$ cat config.mk
export PLATFORM = sky130hd
export DESIGN_NAME = rbf_mean
export DESIGN_NICKNAME = d
export VERILOG_FILES = /design/src/rbf_pkg.sv /design/src/rbf_mean.sv
export SDC_FILE = /design/constraint.sdc
export NUM_CORES = 2
export LEC_CHECK = 0
export ABC_CLOCK_PERIOD_IN_PS = 9100
export BUFFER_PORTS_ARGS = -buffer_cell sky130_fd_sc_hd__clkbuf_2
export CAP_MARGIN = 10
export CORE_UTILIZATION = 25
export DETAILED_ROUTE_END_ITERATION = 12
export MAX_ROUTING_LAYER = met4
export SYNTH_ARGS = -nofsm -noshare
export SYNTH_HDL_FRONTEND = slang
export SYNTH_SLANG_ARGS = --single-unit
$ cat constraint.sdc
create_clock -name clk -period 9.1 [get_ports clk]
set_input_delay 1.82 -clock clk [delete_from_list [all_inputs] [get_ports clk]]
set_output_delay 1.82 -clock clk [all_outputs]
set_load 0.01 [all_outputs]
$ cat src/rbf_pkg.sv
// Shared types, register codes and reciprocal table for the RGB box filter.
package rbf_pkg;

	localparam int PIX_W       = 24;
	localparam int CH_W        = 8;
	localparam int POS_W       = 11;
	localparam int SPAN_W      = 3;
	localparam int CFG_DATA_W  = 12;
	localparam int RECIP_SHIFT = 20;
	localparam int RECIP_W     = 21;
	localparam logic [CFG_DATA_W-1:0] WIDTH_RESET  = 12'd640;
	localparam logic [1:0]            RADIUS_RESET = 2'd1;

	// Configuration register indexes
	typedef enum logic {
		REG_IMAGE_WIDTH = 1'b0,
		REG_RADIUS      = 1'b1
	} cfg_reg_t;

	// Per-pixel control travelling beside the window data
	typedef struct packed {
		logic              produce;
		logic [SPAN_W-1:0] span;
		logic [POS_W-1:0]  ccol;
		logic [POS_W-1:0]  crow;
	} rbf_meta_t;

	// ceil(2^20 / (2k+1)^2): exact floor quotient for every sum up to 255 * count
	function automatic logic [RECIP_W-1:0] recip(input logic [1:0] k);
		logic [RECIP_W-1:0] r;
		case (k)
			2'd0:    r = 21'd1048576;
			2'd1:    r = 21'd116509;
			2'd2:    r = 21'd41944;
			2'd3:    r = 21'd21400;
			default: r = 21'd1048576;
		endcase
		return r;
	endfunction

endpackage

$ cat src/rbf_mean.sv
// Window total and reciprocal multiply giving the floor mean per channel.
module rbf_mean #(
	parameter int WIN = 7,
	parameter int CSW = 11,
	parameter int TSW = 14
) (
	input  logic                              clk,
	input  logic                              arst_n,
	input  logic                              adv,
	input  rbf_pkg::rbf_meta_t                meta_in,
	input  logic [WIN-1:0][CSW-1:0]           sum_r,
	input  logic [WIN-1:0][CSW-1:0]           sum_g,
	input  logic [WIN-1:0][CSW-1:0]           sum_b,
	output logic                              out_valid,
	output logic [rbf_pkg::CH_W-1:0]          mean_red,
	output logic [rbf_pkg::CH_W-1:0]          mean_green,
	output logic [rbf_pkg::CH_W-1:0]          mean_blue,
	output logic [rbf_pkg::POS_W-1:0]         center_column,
	output logic [rbf_pkg::POS_W-1:0]         center_row
);

	localparam int PW = TSW + rbf_pkg::RECIP_W;

	rbf_pkg::rbf_meta_t             meta_s4;
	logic [TSW-1:0]                 tot_r, tot_g, tot_b;
	logic [TSW-1:0]                 tot_r_s4, tot_g_s4, tot_b_s4;
	logic [rbf_pkg::RECIP_W-1:0]    rcp;
	logic [PW-1:0]                  prod_r, prod_g, prod_b;
	logic                           out_valid_q;
	logic [rbf_pkg::CH_W-1:0]       mean_red_q, mean_green_q, mean_blue_q;
	logic [rbf_pkg::POS_W-1:0]      ccol_q, crow_q;

	// Add the columns that lie inside the active window
	always_comb begin
		tot_r = '0;
		tot_g = '0;
		tot_b = '0;
		for (int dx = 0; dx < WIN; dx++) begin
			if (dx >= (WIN - 1) - int'(meta_in.span)) begin
				tot_r = tot_r + TSW'(sum_r[dx]);
				tot_g = tot_g + TSW'(sum_g[dx]);
				tot_b = tot_b + TSW'(sum_b[dx]);
			end
		end
	end

	// Multiply by the reciprocal of the window count
	assign rcp    = rbf_pkg::recip(meta_s4.span[2:1]);
	assign prod_r = PW'(tot_r_s4) * PW'(rcp);
	assign prod_g = PW'(tot_g_s4) * PW'(rcp);
	assign prod_b = PW'(tot_b_s4) * PW'(rcp);

	always_ff @(posedge clk or negedge arst_n) begin
		if (!arst_n) begin
			meta_s4     <= '0;
			out_valid_q <= 1'b0;
		end else if (adv) begin
			meta_s4     <= meta_in;
			out_valid_q <= meta_s4.produce;
		end
	end

	always_ff @(posedge clk) begin
		if (adv) begin
			tot_r_s4     <= tot_r;
			tot_g_s4     <= tot_g;
			tot_b_s4     <= tot_b;
			mean_red_q   <= prod_r[rbf_pkg::RECIP_SHIFT +: rbf_pkg::CH_W];
			mean_green_q <= prod_g[rbf_pkg::RECIP_SHIFT +: rbf_pkg::CH_W];
			mean_blue_q  <= prod_b[rbf_pkg::RECIP_SHIFT +: rbf_pkg::CH_W];
			ccol_q       <= meta_s4.ccol;
			crow_q       <= meta_s4.crow;
		end
	end

	assign out_valid     = out_valid_q;
	assign mean_red      = mean_red_q;
	assign mean_green    = mean_green_q;
	assign mean_blue     = mean_blue_q;
	assign center_column = ccol_q;
	assign center_row    = crow_q;

endmodule

# After elaboration in Yosys (flattened, before gate mapping)
# Index checks and enable logic that the tools add are counted.
# totals
ff_bits	115
in_bits	260
output_inout_bits	47
word_cells	68
# op_classes
n_addsub	19
mul	3
magnitude_cmp	7
n_eq_ne	3
mux	22
reduce_logical	1
# ops
operator	n
$add A14 B11 Y14	18
$mux W14	18
$mul A14 B21 Y28	3
$pmux W21 S4	1
$mux W11	3
$ge A4 B4 Y1 const A	3
$ge A3 B4 Y1 const A	2
$eq A2 B2 Y1 const B	2
$ge A1 B4 Y1 const A	1
$ge A2 B4 Y1 const A	1
$sub A3 B3 Y4 const A	1
$eq A2 B1 Y1 const B	1
$logic_not A2 Y1	1

# Longest topological paths before layout
# depth
ltp_word	15
depth_mapped	48
ltp_nobuf	45

# Worst setup path before layout
# No wires, ideal clock.
# synth_timing
path_type	input -> register
from	input meta_in[22] in the netlist's numbering
to	register tot_b_s4[13] (data pin)
setup_ns	0.266
arrival_time_ns	9.975
required_time_ns	8.834
setup_slack_ns	-1.141
stages	42
n_path_buf	3
cell_sequence	ha_1 -> xor2_4 -> a21o_4 -> buf_6 -> clkbuf_1 -> clkbuf_1 -> and2_1 -> ha_1 -> inv_1 -> fa_1 -> inv_1 -> maj3_1 -> a32o_1 -> maj3_1 -> a21oi_1 -> xnor2_1 -> a22o_1 -> ha_1 -> [... 6 more ...] -> a41oi_1 -> and3_1 -> ha_1 -> and4_1 -> nor3_1 -> ha_1 -> and3_1 -> a21oi_1 -> o21ai_0 -> o31ai_1 -> ha_1 -> o21ai_0 -> o21ai_0 -> o31ai_1 -> nand2b_1 -> nor2_1 -> a311oi_1 -> nand3b_1
# synth_via
elab_chain_len	15
elab_cells_between_ends	21
cone_classes	7 x add/sub; 7 x order compare; 7 x mux
# synth_lines
item	line_no	text
start, declared	rbf_mean.sv:10	input rbf_pkg::rbf_meta_t meta_in,
$sub A3 B3 Y4 *	rbf_mean.sv:39	if (dx >= (WIN - 1) - int'(meta_in.span)) begin
$ge A1 B4 Y1	rbf_mean.sv:39	
$mux W11	rbf_mean.sv:39	
$add A14 B11 Y14	rbf_mean.sv:42	tot_b = tot_b + TSW'(sum_b[dx]);
$mux W14	rbf_mean.sv:39	
$add A14 B11 Y14	rbf_mean.sv:42	
$mux W14	rbf_mean.sv:39	
$add A14 B11 Y14	rbf_mean.sv:42	
$mux W14	rbf_mean.sv:39	
$add A14 B11 Y14	rbf_mean.sv:42	
$mux W14	rbf_mean.sv:39	
$add A14 B11 Y14	rbf_mean.sv:42	
$mux W14	rbf_mean.sv:39	
$add A14 B11 Y14	rbf_mean.sv:42	
$mux W14 *	rbf_mean.sv:39	
named net tot_b[13]	rbf_mean.sv:25	logic [TSW-1:0] tot_r, tot_g, tot_b;
end signal, assigned	rbf_mean.sv:67	tot_b_s4 <= tot_b;
end, declared	rbf_mean.sv:26	logic [TSW-1:0] tot_r_s4, tot_g_s4, tot_b_s4;
# The timed path passes the listed nets; every way through them passes the cells marked *.
# A chain may end at the register's enable or synchronous reset.

# Worst setup path after layout
# Same ends and word-level chain as after synthesis.

==> flow_summary.toml <==
[timing]
max_freq_ghz = 0.1083
fin_ws_ps = -137.1
finalHoldViolCount = 0
setup_violations = 1
skew_ps = 12.76
setup_tns_ps = -137.1
drv_slew = 0
worst-slew-pin-transition_ps = 943.0
rsz0062_at_grt = "true"
fin_crit_sh_pct = 101.5
slew_headroom_pct = 37.07
period_needed_ps = 9237

[global_routing]
grt.overflow.total = 0
grt_busiest_layer = "met2"
use_met2_pct = 25.70
antenna_found_initial = 34
first_global_vias = 27710
grt_max_degree = 61
grt_usage_pct = 15.26
grt_first_pass_wirelength_um = 151200
grt_use_met1_pct = 18.66
use_met3_pct = 3.432

[worst_setup_path]
cp_max_fo = 5
crit_top_cell = "ha_1"
rr_endpoint = "mean_green[7]"
rrSetupSlack_ps = 1050
crit_family = "adder cells"
cp.arrival_ps = 9440
r2r-start = "meta_s4[24]"
cp_num_buf_inv = 4
cpPeakStageDelay_ps = 360
ff2ff_path_depth = 26
cp.required_ps = 9300
end_kind = "flop"
crit_slowest_cell = "or3_1"
critPathLaunchType = "input port"
path_class = "input port to flop"

[synthesis]
yosysTopAreaCellShare_pct = 27.31
synth_area_leaders = "fa_1 27%, ha_1 20%, edfxtp_1 8.2%, inv_1 7.8%, and2_1 4.1%"
synth_nets = 4763
yosysSeqAreaShare_pct = 10.26
ys_types = 87
netlist_area_mm2 = 0.03210
ys_ff_latch = 114
synth_top_area_cell = "fa_1"
postSynthCellCount = 3556
synth_edf_count = 88
synth_warnings = 0
synth.avg_cell_area_um2 = 9.028
synthFlopType = "edfxtp_1"
postSynth.asyncResetShare_pct = 22.81

[drt]
avgViaCountPerCell = 4.442
wl_per_cell_um = 16.10
wl_um = 95970
ant_nets = 0
drtIter0Drc = 1072
drc_errors = 0
vias = 26470
firstDrtPassIters = 5

[floorplan]
fp.coreArea_mm2 = 0.1275
fp.dieH_um = 360.4
core.rowCount = 131
pin_count = 307
die_w_um = 360.4
dieArea_mm2 = 0.1299
start_util_pct = 25.18

[outcome]
status = "finished with violations"
violations = "setup timing"

[run]
maxCapViolCount = 0

[worst_hold_path]
holdPathEnd = "center_column[10]"
hold_class = "flop to flop"
hold_start = "meta_s4[21]"
min_path_cells = 0

[placement]
dp_slack_ps = -832.4
gp_congestion = 0.9084
io_buffer_count = 306
place_area_mm2 = 0.03867
hpwlAfterDp_um = 83710

[clock_network]
worstSkewPairLatency_ps = 460
clock-sinks = 114
cts_made_buffers = 17
clock_path_buffers = 2
h-tree-depth = 4
cts_root_buf = "clkbuf_16"
cts.reportedPaths.clkPinSlew_ps = 70
tritoncts = "done"
hold_buffers = 0

[cells_and_area]
nets = 5460
drive_gt1_share_pct = 24.03
fill_cells = 13280
syn2layout_area_growth_pct = 25.62
final_area_mm2 = 0.04033
-- cell usage in the layout, fill, tap and decap left out, drive strengths merged, types with 19 or more instances in the layout --
| master | count |
|---|---|
| dfrtp | 26 |
| o21bai | 32 |
| o21ai | 94 |
| and2 | 209 |
| buf | 452 |
| nor2 | 218 |
| and3 | 19 |
| a21o | 47 |
| o31ai | 19 |
| clkbuf | 320 |
| xnor2 | 127 |
| mux2 | 55 |
| nor3 | 50 |
| nand2b | 34 |
| nand2 | 219 |
| diode | 31 |
| ha | 509 |
| edfxtp | 88 |
| inv | 681 |
| nor2b | 70 |
| a21oi | 188 |
| fa | 438 |
| o21a | 39 |
| xor2 | 68 |
| nand3 | 40 |
-- Yosys cell counts, drive strengths merged, types with 5 or more instances --
library cell and n:
xor2 68, and3 19, fa 438, buf 8
o41ai 5, a211oi 16, a311oi 5, inv 670
o21bai 32, a22o 16, nor3 50, xnor2 127
clkbuf 69, nor2 218, nor2b 70, a21boi 8
o22ai 10, nand2 219, o31ai 19, ha 509
nand3 40, a31oi 12, o31a 12, nand2b 34
a21oi 188, a2111oi 5, a22oi 5, o211ai 15
edfxtp 88, a41oi 13, o2111ai 5, a21o 47
o21ai 94, or3 11, nor3b 7, mux2 55
o21a 39, and2 209, or2 16, dfrtp 26
-- worst max-delay path by stage --
stage	to	from	cells past startpoint	slack [ps]
detailed placement	tot_r_s4[13]	meta_in[23]	45	-830
floorplan	tot_b_s4[13]	meta_in[23]	43	-560
global placement	tot_r_s4[13]	meta_in[23]	45	-610
CTS	tot_b_s4[13]	meta_in[22]	44	-10
global route	tot_b_s4[13]	meta_in[22]	42	-510
finish	tot_b_s4[13]	meta_in[22]	44	-140
-- sequential cells by signal, summed over array words and instances (netlist names), 11 cells and up --
signal / flops
center_row: 11
meta_s4: 25
center_column: 11
tot_r_s4: 14
tot_g_s4: 14
tot_b_s4: 14
-- kinds of logic after synthesis --
logic type               count (synthesis)  share of synthesized area (%)
AND/OR/NAND/NOR                        912                          14.17
adder cells (fa/ha/maj)                951                          47.27
buffers and inverters                  747                          8.784
flip-flops                             114                          10.26
XOR/XNOR                               197                          5.526
AO/OA/AOI/OAI                          576                          11.94
multiplexers                            59                          2.054
-- metrics by stage --
stage | utilization [%] | hold WS (ps) | cells
after floorplan | - | 421.0 | 3556
after global placement | 30.32 | 424.9 | 5846
after detailed placement | 30.32 | 429.2 | 5846
after CTS | 31.19 | 435.3 | 5910
after global routing | 31.62 | 453.3 | 5958
final | 31.63 | 438.7 | 5959
-- final cells by class --
class	instances	area (um^2)	area share [%]
tap	1662	2079	5.156
sequential	114	3293	8.166
antenna	31	77.57	0.1923
clock buffer	17	425.4	1.055
timing repair buffer	755	4951	12.28
clock inverter	15	160.2	0.3971
inverter	670	2515	6.236
multi-input combinational	2695	26830	66.52
-- metal layers --
layer	routed length [um]	share of wire [%]	up-vias
met5	0	0	-
met4	1427	1.5	0
met3	5848	6.1	74
met2	45990	48	502
met1	42710	44	12810
li1	-	-	13080
-- timing repair --
| action | in CTS | in global routing |
|---|---|---|
| buffers inserted | 32 | 19 |
| pin swaps | 57 | 60 |
| resized for setup | 55 | 82 |
| cloned | 0 | 0 |
| endpoints found under the setup margin | 10 | 18 |
Power is not shown: default switching activity piles up to over one toggle a cycle in this logic, so the estimate is an artifact.
